`config.mk`:
```
export PLATFORM = sky130hd
export DESIGN_NAME = graph_depth_first_walk
export DESIGN_NICKNAME = d
export VERILOG_FILES = /design/src/design/gdfw_pkg.sv /design/src/design/graph_depth_first_walk.sv /design/src/design/gdfw_stack.sv /design/src/design/gdfw_adj.sv
export SDC_FILE = /design/constraint.sdc
export NUM_CORES = 2
export LEC_CHECK = 0
export BUFFER_PORTS_ARGS = -buffer_cell sky130_fd_sc_hd__buf_4
export CAP_MARGIN = 20
export CORE_MARGIN = 2
export CORE_UTILIZATION = 57
export CTS_CLUSTER_SIZE = 14
export DETAILED_ROUTE_END_ITERATION = 10
export PLACE_DENSITY = 0.81
export SYNTH_ARGS = -nofsm -noshare
export SYNTH_HDL_FRONTEND = slang
export SYNTH_SLANG_ARGS = --single-unit
```
`constraint.sdc`:
```
create_clock -name clk -period 12.06 [get_ports clk]
set_input_delay 2.412 -clock clk [delete_from_list [all_inputs] [get_ports clk]]
set_output_delay 2.412 -clock clk [all_outputs]
set_load 0.01 [all_outputs]
```
`src/design/gdfw_pkg.sv`:
```
package gdfw_pkg;

	localparam int FIELD_W          = 4;
	localparam int VERTEX_COUNT_DEF = 16;

	localparam logic REQ_ADD_EDGE = 1'b0;
	localparam logic REQ_SEARCH   = 1'b1;

	typedef struct packed {
		logic                 req_type;
		logic [FIELD_W-1:0]   from_vertex;
		logic [FIELD_W-1:0]   to_vertex;
		logic [FIELD_W-1:0]   start_vertex;
	} request_t;

	typedef struct packed {
		logic [FIELD_W-1:0]   visited_vertex;
		logic                 last_of_run;
	} result_t;

	typedef enum logic [2:0] {
		ST_IDLE,
		ST_POP,
		ST_CHECK,
		ST_SCAN,
		ST_FINISH
	} state_t;

	typedef struct packed {
		logic load;   // empty the stack and place the start vertex
		logic push;
		logic pop;
	} stack_cmd_t;

endpackage

```
`src/design/graph_depth_first_walk.sv`:
```
// Depth-first walk over a small directed graph held as an adjacency bit matrix.
// Input channel: request is taken at a clock edge with start high and busy low.
// An add-edge request sets one matrix bit in that cycle; busy stays low and no
// result follows. A search request raises busy until the walk has finished.
// Results: one per visited vertex, in visit order, each shown for one cycle
// with valid high; the last one of a search has last_of_run set. There is no
// back-pressure on results, so the receiver must take each on its strobe.
// Steps of a search: each stack pop goes through pop, then a check against the
// visited set; the neighbour row of every newly visited vertex is then scanned,
// one neighbour per cycle, and stale stack entries are popped and dropped. The
// walk closes with the pop that finds the stack empty, then the final result.
// One search runs at a time.
// A search from an out-of-range vertex gives no result and no busy.
// Each result leaves one visit after it is found, because its last flag is
// only known once the next vertex turns up or the stack runs dry.
// Reset clears the matrix, the visited set and the stack level; the block is
// then idle and ready.
module graph_depth_first_walk import gdfw_pkg::*; #(
	parameter int VERTEX_COUNT = VERTEX_COUNT_DEF
) (
	input  logic     clk,
	input  logic     arst_n,
	input  logic     start,
	input  request_t request,
	output logic     busy,
	output logic     valid,
	output result_t  result
);

	localparam int VW = $clog2(VERTEX_COUNT);
	localparam int CW = ((VW > FIELD_W) ? VW : FIELD_W) + 1;

	state_t                  state_q, state_d;
	logic [VERTEX_COUNT-1:0] visited_q;
	logic [VW-1:0]           hold_q;
	logic                    have_q;
	logic [VW-1:0]           n_q;

	stack_cmd_t              stk_cmd;
	logic [VW-1:0]           stk_push_data;
	logic [VW-1:0]           stk_pop_data;
	logic                    stk_empty;
	logic                    adj_wr_en;
	logic                    adj_rd_en;
	logic [VERTEX_COUNT-1:0] adj_row;

	logic                    accept;
	logic                    from_ok, to_ok, start_ok;
	logic                    popped_seen;
	logic                    scan_last;
	logic                    push_n;

	assign accept   = start && (state_q == ST_IDLE);
	assign from_ok  = CW'(request.from_vertex)  < CW'(VERTEX_COUNT);
	assign to_ok    = CW'(request.to_vertex)    < CW'(VERTEX_COUNT);
	assign start_ok = CW'(request.start_vertex) < CW'(VERTEX_COUNT);

	assign popped_seen = visited_q[stk_pop_data];
	assign scan_last   = (n_q == VW'(VERTEX_COUNT - 1));
	assign push_n      = adj_row[n_q] && !visited_q[n_q];
	assign adj_wr_en   = accept && (request.req_type == REQ_ADD_EDGE) && from_ok && to_ok;

	gdfw_stack #(.VERTEX_COUNT(VERTEX_COUNT)) u_stack (
		.clk       (clk),
		.arst_n    (arst_n),
		.cmd       (stk_cmd),
		.push_data (stk_push_data),
		.pop_data  (stk_pop_data),
		.empty     (stk_empty)
	);

	gdfw_adj #(.VERTEX_COUNT(VERTEX_COUNT)) u_adj (
		.clk     (clk),
		.arst_n  (arst_n),
		.wr_en   (adj_wr_en),
		.wr_from (VW'(request.from_vertex)),
		.wr_to   (VW'(request.to_vertex)),
		.rd_en   (adj_rd_en),
		.rd_addr (stk_pop_data),
		.row     (adj_row)
	);

	// next state
	always_comb begin
		state_d = state_q;
		unique case (state_q)
			ST_IDLE: begin
				if (accept && (request.req_type == REQ_SEARCH) && start_ok) begin
					state_d = ST_POP;
				end
			end
			ST_POP: begin
				state_d = stk_empty ? ST_FINISH : ST_CHECK;
			end
			ST_CHECK: begin
				state_d = popped_seen ? ST_POP : ST_SCAN;
			end
			ST_SCAN: begin
				if (scan_last) begin
					state_d = ST_POP;
				end
			end
			ST_FINISH: begin
				state_d = ST_IDLE;
			end
			default: begin
				state_d = ST_IDLE;
			end
		endcase
	end

	// outputs
	always_comb begin
		stk_cmd       = '0;
		stk_push_data = n_q;
		adj_rd_en     = 1'b0;
		valid         = 1'b0;
		result.visited_vertex = FIELD_W'(hold_q);
		result.last_of_run    = 1'b0;
		busy          = 1'b1;
		unique case (state_q)
			ST_IDLE: begin
				busy          = 1'b0;
				stk_push_data = VW'(request.start_vertex);
				stk_cmd.load  = accept && (request.req_type == REQ_SEARCH) && start_ok;
			end
			ST_POP: begin
				stk_cmd.pop = !stk_empty;
			end
			ST_CHECK: begin
				adj_rd_en = !popped_seen;
				valid     = !popped_seen && have_q;
			end
			ST_SCAN: begin
				stk_cmd.push = push_n;
			end
			ST_FINISH: begin
				valid              = have_q;
				result.last_of_run = 1'b1;
			end
			default: begin
				busy = 1'b1;
			end
		endcase
	end

	always_ff @(posedge clk or negedge arst_n) begin
		if (!arst_n) begin
			state_q   <= ST_IDLE;
			visited_q <= '0;
			have_q    <= 1'b0;
			n_q       <= '0;
		end else begin
			state_q <= state_d;
			if (accept && (request.req_type == REQ_SEARCH)) begin
				visited_q <= '0;
				have_q    <= 1'b0;
			end
			if (state_q == ST_CHECK && !popped_seen) begin
				visited_q[stk_pop_data] <= 1'b1;
				have_q                  <= 1'b1;
				n_q                     <= '0;
			end
			if (state_q == ST_SCAN) begin
				n_q <= n_q + VW'(1);
			end
		end
	end

	// newest visited vertex waits here until its successor settles the last flag
	always_ff @(posedge clk) begin
		if (state_q == ST_CHECK && !popped_seen) begin
			hold_q <= stk_pop_data;
		end
	end

endmodule

```
`src/design/gdfw_stack.sv`:
```
module gdfw_stack import gdfw_pkg::*; #(
	parameter int VERTEX_COUNT = VERTEX_COUNT_DEF
) (
	input  logic                             clk,
	input  logic                             arst_n,
	input  stack_cmd_t                       cmd,
	input  logic [$clog2(VERTEX_COUNT)-1:0]  push_data,
	output logic [$clog2(VERTEX_COUNT)-1:0]  pop_data,
	output logic                             empty
);

	localparam int VW    = $clog2(VERTEX_COUNT);
	localparam int DEPTH = VERTEX_COUNT * VERTEX_COUNT;
	localparam int AW    = $clog2(DEPTH);
	localparam int LW    = AW + 1;

	logic [VW-1:0] mem [DEPTH];
	logic [LW-1:0] level_q;
	logic [VW-1:0] pop_data_q;
	logic [LW-1:0] top_level;
	logic          full;

	assign top_level = level_q - LW'(1);
	assign full      = (level_q == LW'(DEPTH));
	assign empty     = (level_q == '0);
	assign pop_data  = pop_data_q;

	always_ff @(posedge clk or negedge arst_n) begin
		if (!arst_n) begin
			level_q <= '0;
		end else if (cmd.load) begin
			level_q <= LW'(1);
		end else if (cmd.pop && !empty) begin
			level_q <= top_level;
		end else if (cmd.push && !full) begin
			level_q <= level_q + LW'(1);
		end
	end

	always_ff @(posedge clk) begin
		if (cmd.load) begin
			mem[0] <= push_data;
		end else if (cmd.push && !full) begin
			mem[level_q[AW-1:0]] <= push_data;
		end
		if (cmd.pop) begin
			pop_data_q <= mem[top_level[AW-1:0]];
		end
	end

endmodule

```
`src/design/gdfw_adj.sv`:
```
module gdfw_adj import gdfw_pkg::*; #(
	parameter int VERTEX_COUNT = VERTEX_COUNT_DEF
) (
	input  logic                             clk,
	input  logic                             arst_n,
	input  logic                             wr_en,
	input  logic [$clog2(VERTEX_COUNT)-1:0]  wr_from,
	input  logic [$clog2(VERTEX_COUNT)-1:0]  wr_to,
	input  logic                             rd_en,
	input  logic [$clog2(VERTEX_COUNT)-1:0]  rd_addr,
	output logic [VERTEX_COUNT-1:0]          row
);

	logic [VERTEX_COUNT-1:0] rows_q [VERTEX_COUNT];
	logic [VERTEX_COUNT-1:0] row_q;

	assign row = row_q;

	always_ff @(posedge clk or negedge arst_n) begin
		if (!arst_n) begin
			for (int i = 0; i < VERTEX_COUNT; i++) begin
				rows_q[i] <= '0;
			end
		end else if (wr_en) begin
			rows_q[wr_from][wr_to] <= 1'b1;
		end
	end

	always_ff @(posedge clk) begin
		if (rd_en) begin
			row_q <= rows_q[rd_addr];
		end
	end

endmodule
```
# After elaboration in Yosys (flattened, before gate mapping)
# Memory sizes are Yosys's and may differ from the RTL's. A register that Yosys moved wholly into a read port is not among the register bits.
# Index checks and enable logic that the tools add are counted.
[classes]
addsub = 3
order_cmp = 8
n_eq_ne = 8
mux = 45
bitwise_logic = 5
n_reduce_logical = 22
[ops]
columns = ["operator", "n"]
rows = [
  ["OR 256 bit", 1],
  ["2-to-1 mux 16 bit", 5],
  ["binary-select mux 16 bit (select 4 bit)", 1],
  ["demux 16 bit (select 4 bit)", 1],
  ["2-to-1 mux 9 bit", 3],
  ["2-to-1 mux 1 bit", 19],
  ["2-to-1 mux 4 bit", 4],
  ["OR 16 bit", 1],
  ["< comparator 4 x 5 -> 1 bit (second input constant)", 3],
  ["binary-select mux 1 bit (select 4 bit)", 3],
  ["one-hot mux 3 bit (4 select lines)", 1],
  ["logical AND 1 bit", 11],
  ["greater-or-equal comparator 5 bit (second input constant)", 2],
  ["inverter 4 -> 5 bit", 2],
  ["adder 9 x 1 -> 9 bit (second input constant)", 1],
  ["equality test 9 bit (second input constant)", 1],
  ["logical NOT 9 bit", 1],
  ["2-to-1 mux 3 bit", 3],
  ["subtractor 9 x 1 -> 9 bit (second input constant)", 1],
  ["demux 1 bit (select 4 bit)", 2],
  ["greater-or-equal comparator 4 x 1 -> 1 bit (second input constant)", 2],
  ["2-to-1 mux 8 bit", 1],
  ["equality test 3 x 2 -> 1 bit (second input constant)", 2],
  ["< comparator 5 x 1 -> 1 bit (second input constant)", 1],
  ["15 further kinds", 19],
]
[word_totals]
ff_bits = 309
ramBits = 1024
out_inout_bits = 7
word_cells = 115
mem_count = 1
[mem_list]
columns = ["memory", "words", "word_bits", "read_ports", "rd_ports_with_merged_regs", "write_ports", "line_no", "rtl"]
rows = [
  ["u_stack.mem", 256, 4, 1, 1, 1, "gdfw_stack.sv:17", "logic [VW-1:0] mem [DEPTH];"],
]

# Logic depth before layout (Yosys ltp)
[logic_depth]
word_depth = 11
depth_mapped = 20
mapped_depth_nobuf = 9

# By module
# Synthesis repeated with hierarchy kept, for this count alone.
[hier_totals]
cells_unflattened = 3034
hier_area_um2 = 54618.6
[by_module_without_submodules]
columns = ["mod", "n_inst", "cells_per_inst", "area_per_inst_um2", "seq_area_each_um2"]
rows = [
  ["gdfw_stack", 1, 2090, 41513.6, 31094.8],
  ["gdfw_adj", 1, 788, 11504.8, 6886.6],
  ["graph_depth_first_walk", 1, 156, 1600.3, 720.7],
]

# Least setup slack after synthesis
# No wires, ideal clock.
[synth_path]
kind = "reg-to-reg"
start = "register state_q[1]"
end = "memory u_stack.mem[0][2] (netlist bit), data pin"
t_arrival_ns = 10.435
required_ns = 9.873
slack_ns = -0.562
path_stages_with_launch = 3
path_buffers = 0
period_less_slack_ns = 12.622
cell_sequence = "dfrtp_1 > nor3_2 > o21ai_0"
[synth_between]
elab_chain_cells = 3
[synth_rtl]
columns = ["element", "line_no", "rtl"]
rows = [
  ["from (decl)", "graph_depth_first_walk.sv:33", "state_t state_q, state_d;"],
  ["from (signal assigned)", "graph_depth_first_walk.sv:154", "state_q <= state_d;"],
  ["logical NOT 3 bit", "graph_depth_first_walk.sv:121", "unique case (state_q)"],
  ["2-to-1 mux 4 bit", "graph_depth_first_walk.sv:121", ""],
  ["via stk_push_data[2]", "graph_depth_first_walk.sv:40", "logic [VW-1:0] stk_push_data;"],
  ["2-to-1 mux 4 bit (no line)", "n/a", ""],
  ["to (decl)", "gdfw_stack.sv:17", ""],
]
# The timed path passes the listed nets, and every way through them passes these cells.

# Worst setup path after layout
[layout_path]
start = "register u_stack.level_q[0]"
end = "register u_stack.pop_data_q[1], in the netlist u_stack.pop_data[1], read port of u_stack.mem, data pin"
[layout_between]
elab_chain_cells = 3
elab_cells_between_ends = 4
classes_between = "1 x add/sub; 1 x mux; 2 x reduce/logical"
[layout_rtl]
columns = ["element", "line_no", "rtl"]
rows = [
  ["from (decl)", "gdfw_stack.sv:18", "logic [LW-1:0] level_q;"],
  ["from (signal assigned)", "gdfw_stack.sv:34", "level_q <= top_level;"],
  ["from (signal assigned)", "gdfw_stack.sv:36", "level_q <= level_q + LW'(1);"],
  ["branches (longest 3 deep; another with subtractor 9 x 1 -> 9 bit)", "n/a", ""],
  ["to (decl)", "gdfw_stack.sv:19", "logic [VW-1:0] pop_data_q;"],
]
# Parallel ways; which one is timed is not known.
# A chain may end at the register's enable or synchronous reset.

==> results.sh <==
export IMPL_cts_tree="built"
export IMPL_synth_enable_flop_cells=1048
export IMPL_die_h_um=313
export IMPL_relSlewSlack=0.170
export IMPL_status="complete, no violations"
export IMPL_clockRootBuffer="clkbuf_16"
export IMPL_hold_ws_ns=0.448
export IMPL_synth_top_area_frac=0.579
export IMPL_cts_setup_buffers=0
export IMPL_core_mm2=0.0947
export IMPL_fin_crit_sh=0.483
export IMPL_synthXorXnorAreaFrac=0.00371
export IMPL_cap_violations=0
export IMPL_syn_num_nets=3093
export IMPL_finalCriticalPeriod_ns=5.83
export IMPL_leakagePower_uw=0.0215
export IMPL_swShare=0.357
export IMPL_setup_tns_ns=0
export IMPL_drt_pass1_iter_count=6
export IMPL_num_vias=30600
export IMPL_fmax_ghz=0.172
export IMPL_die_area_mm2=0.0978
export IMPL_yosysWarnings=0
export IMPL_fin_skew_ns=0.0343
export IMPL_regToRegSetupSlack_ns=6.23
export IMPL_hold_end="u_adj.rows_q[130]"
export IMPL_postSynth_asyncResetShare=0.216
export IMPL_p_clk_frac=0.252
export IMPL_rsz0062_at_grt="no"
export IMPL_clock_sinks=1337
export IMPL_cts_buffer_depth=3
export IMPL_drc=0
export IMPL_clock_latency_ns=0.76
export IMPL_p_per_area_mw_per_mm2=257
export IMPL_finalPower_uw=15400
export IMPL_grt_start_max_net_pins=173
export IMPL_synth_area_leaders="edfxtp_1 (58%), mux4_2 (14%), dfrtp_1 (13%), nor2_1 (2.2%), o21bai_1 (2.0%)"
export IMPL_ys_flop_type="edfxtp_1"
export IMPL_portBuffers=22
export IMPL_drtIter0Drc=4276
export IMPL_cts_hold_buf=0
export IMPL_synth_seq_cells=1337
export IMPL_hold_start="u_adj.rows_q[130]"
export IMPL_crit_path_start_kind="flop"
export IMPL_final_max_slew_viol_count=0
export IMPL_antenna_found_initial=3
export IMPL_drive_gt1_frac=0.200
export IMPL_holdPathStages=1
export IMPL_synth_distinct_cells=76
export IMPL_ys_seq_area_frac=0.713
export IMPL_worstRegToRegCells=11
export IMPL_grt_pass1_wl_mm=204
export IMPL_wirelength_mm=137
export IMPL_cp_required_ns=12.50
export IMPL_tightest_slew_ns=1.24
export IMPL_dpl_hpwl_mm=80.7
export IMPL_synth_top_family_by_area="multiplexers"
export IMPL_initial_core_util=0.573
export IMPL_end_kind="flop"
export IMPL_seq_power_share=0.379
export IMPL_rr_endpoint="u_stack.pop_data[1]"
export IMPL_synth_fa_ha_area_frac=0.000921
export IMPL_p_sw_uw=5490
export IMPL_yosys_area_top_type="edfxtp_1"
export IMPL_overflow=0
export IMPL_hold_violations=0
export IMPL_synth_area_per_cell_um2=17.7
export IMPL_cts_buffers=131
export IMPL_cts_htree_levels=4
export IMPL_grt_total_usage=0.283
export IMPL_area_growth_pct=10.3
export IMPL_crit_reg2reg_launch="u_stack.level_q[0]"
export IMPL_path_max_fanout=113
export IMPL_grt_pass1_vias=31400
export IMPL_io_pins=23
export IMPL_ctsResizeCount=0
export IMPL_yosys_area_share_simple=0.0561
export IMPL_finalNetCount=3127
export IMPL_wl_per_cell_um=30.5
export IMPL_clk_pin_slew_ns=0.06
export IMPL_synth_compound_area_frac=0.0542
export IMPL_drtAntennaViolNets=0
export IMPL_worst_setup_path_type="flop to flop"
export IMPL_syn_inst=3073
export IMPL_intPower_uw=9900
export IMPL_ir_worst_vdd_mv=0.445
export IMPL_muxShareOfSynthArea=0.154
export IMPL_rows=113
export IMPL_dieWidth_um=313
export IMPL_gp_congestion=0.901
export IMPL_viasPerCell=6.84
export IMPL_critPathArrivalTime_ns=6.27
export IMPL_hold_path_class="flop to flop"
export IMPL_setup_viol_count_final=0
export IMPL_synthesis_area_mm2=0.0543
export IMPL_combPwrFrac=0.369
-- layout make-up --
class                           instances  area [um2]
Sequential cell                      1337       38700
Fill cell                            6165       34800
Multi-Input combinational cell       1533       14700
Clock buffer                          161        3420
Tap cell                             1265        1580
Timing Repair Buffer                   94         816
Clock inverter                         81         624
Inverter                               10        37.5
Antenna cell                            1        2.50
-- power groups by stage --
| stage | sequential [uW] | combinational [uW] | clock (uW) |
|---|---|---|---|
| floorplan | 5900 | 3850 | 0 |
| global placement | 5910 | 5320 | 0 |
| detailed placement | 5920 | 5470 | 0 |
| CTS | 5830 | 5560 | 3910 |
| global route | 5850 | 5920 | 4080 |
| finish | 5830 | 5690 | 3880 |
-- synthesized netlist by cell type (3+ instances only) --
| master | count |
|---|---|
| a2111oi_0 | 3 |
| a211oi_1 | 4 |
| a21o_1 | 112 |
| a21oi_1 | 13 |
| a22o_1 | 8 |
| a22oi_1 | 13 |
| a31oi_1 | 11 |
| a32oi_1 | 5 |
| a41o_1 | 4 |
| and2_1 | 4 |
| and3_1 | 15 |
| buf_1 | 15 |
| buf_2 | 67 |
| buf_4 | 23 |
| buf_6 | 11 |
| clkbuf_1 | 77 |
| dfrtp_1 | 289 |
| edfxtp_1 | 1048 |
| ha_1 | 4 |
| inv_1 | 7 |
| mux2_2 | 3 |
| mux2i_1 | 71 |
| mux4_2 | 338 |
| nand2_1 | 192 |
| nand2b_1 | 10 |
| nand3_1 | 63 |
| nand3_2 | 3 |
| nand4_1 | 12 |
| nor2_1 | 318 |
| nor2b_1 | 31 |
| nor3_1 | 17 |
| nor3b_1 | 5 |
| nor4_1 | 6 |
| o2111ai_1 | 3 |
| o211ai_1 | 3 |
| o21ai_0 | 27 |
| o21bai_1 | 142 |
| o22a_1 | 3 |
| o22ai_1 | 21 |
| o31ai_1 | 6 |
| or3_1 | 4 |
| xnor2_1 | 15 |
| xor2_1 | 3 |
-- worst max-delay path, cell delays in order, from the launching register on --
cell and delay (ns):
dfrtp_4 0.72, inv_2 0.17, buf_4 0.74, ha_1 0.58
xor2_4 0.21, buf_12 0.60, mux4_2 0.61, and2_1 0.17
a211oi_1 0.33, a2111oi_0 0.20, nor4_1 0.80, o211ai_1 0.23
-- registers in the layout (all words and copies together), names as in the netlist --
name,cells
n_q,4
u_adj.row,16
u_stack.level_q,9
u_adj.rows_q,256
hold_q,4
visited_q,16
have_q,1
u_stack.pop_data,4
u_stack.mem,1024
state_q,3
-- metal layers --
| layer | global-route usage | vias to the layer above | wire length [um] |
|---|---|---|---|
| met1 | 0.376 | 15700 | 47800 |
| met3 | 0.0738 | 443 | 16200 |
| met5 | 0 | - | 42 |
| met2 | 0.446 | 2297 | 66000 |
| met4 | 0.133 | 6 | 6730 |
| li1 | - | 12200 | - |
-- cells by family after synthesis --
| family | Yosys count |
|---|---|
| flops | 1337 |
| simple gates | 697 |
| fa+ha+maj | 4 |
| xor+xnor | 20 |
| buf+inv | 203 |
| compound gates | 400 |
| mux | 412 |
-- worst max-delay path by stage --
stage | from | to | slack [ns] | cells past startpoint
2_1_floorplan | request[2] | u_stack.mem[0][2] | 3.80 | 2
3_3_place_gp | u_stack.level_q[0] | u_stack.pop_data[2] | 6.63 | 10
3_5_place_dp | u_stack.level_q[0] | u_stack.pop_data[2] | 6.50 | 10
4_1_cts | u_stack.pop_data[1] | valid | 6.38 | 6
5_1_grt | u_stack.level_q[0] | u_stack.pop_data[1] | 6.11 | 11
6_report | u_stack.level_q[0] | u_stack.pop_data[1] | 6.23 | 11
-- through the flow --
step	worst slack, ns	area [um2]	cells	util
floorplan	3.80	54300	3073	-
global placement	6.63	55700	4230	0.588
detailed placement	6.50	55700	4231	0.588
CTS	6.38	59700	4473	0.631
global route	6.11	59900	4481	0.632
finish	6.23	59900	4482	0.632
-- placed cells by master (no fill, tap or decap), types with 4 or more instances in the layout --
cell / n
nand2b_1: 10
a21oi_1: 13
o22ai_1: 21
a22oi_1: 13
or3_1: 4
nor4_1: 6
clkinv_1: 35
clkinv_8: 5
mux4_2: 338
nand2_1: 192
a31oi_1: 10
a21o_1: 112
o21ai_0: 26
a211oi_1: 4
and3_1: 15
nor2b_1: 31
a32oi_1: 5
clkbuf_16: 132
clkinv_2: 24
clkinvlp_4: 4
a41o_1: 4
clkbuf_1: 28
nor2_1: 316
a22o_1: 8
buf_16: 4
buf_4: 84
nand3_1: 63
nand4_1: 12
mux2i_1: 71
nor3_1: 17
dfrtp_1: 288
o31ai_1: 6
o21bai_1: 142
xnor2_1: 12
nor3b_1: 5
inv_6: 5
edfxtp_1: 1048
inv_1: 7
and2_1: 4
(Power assumes the default switching activity.)
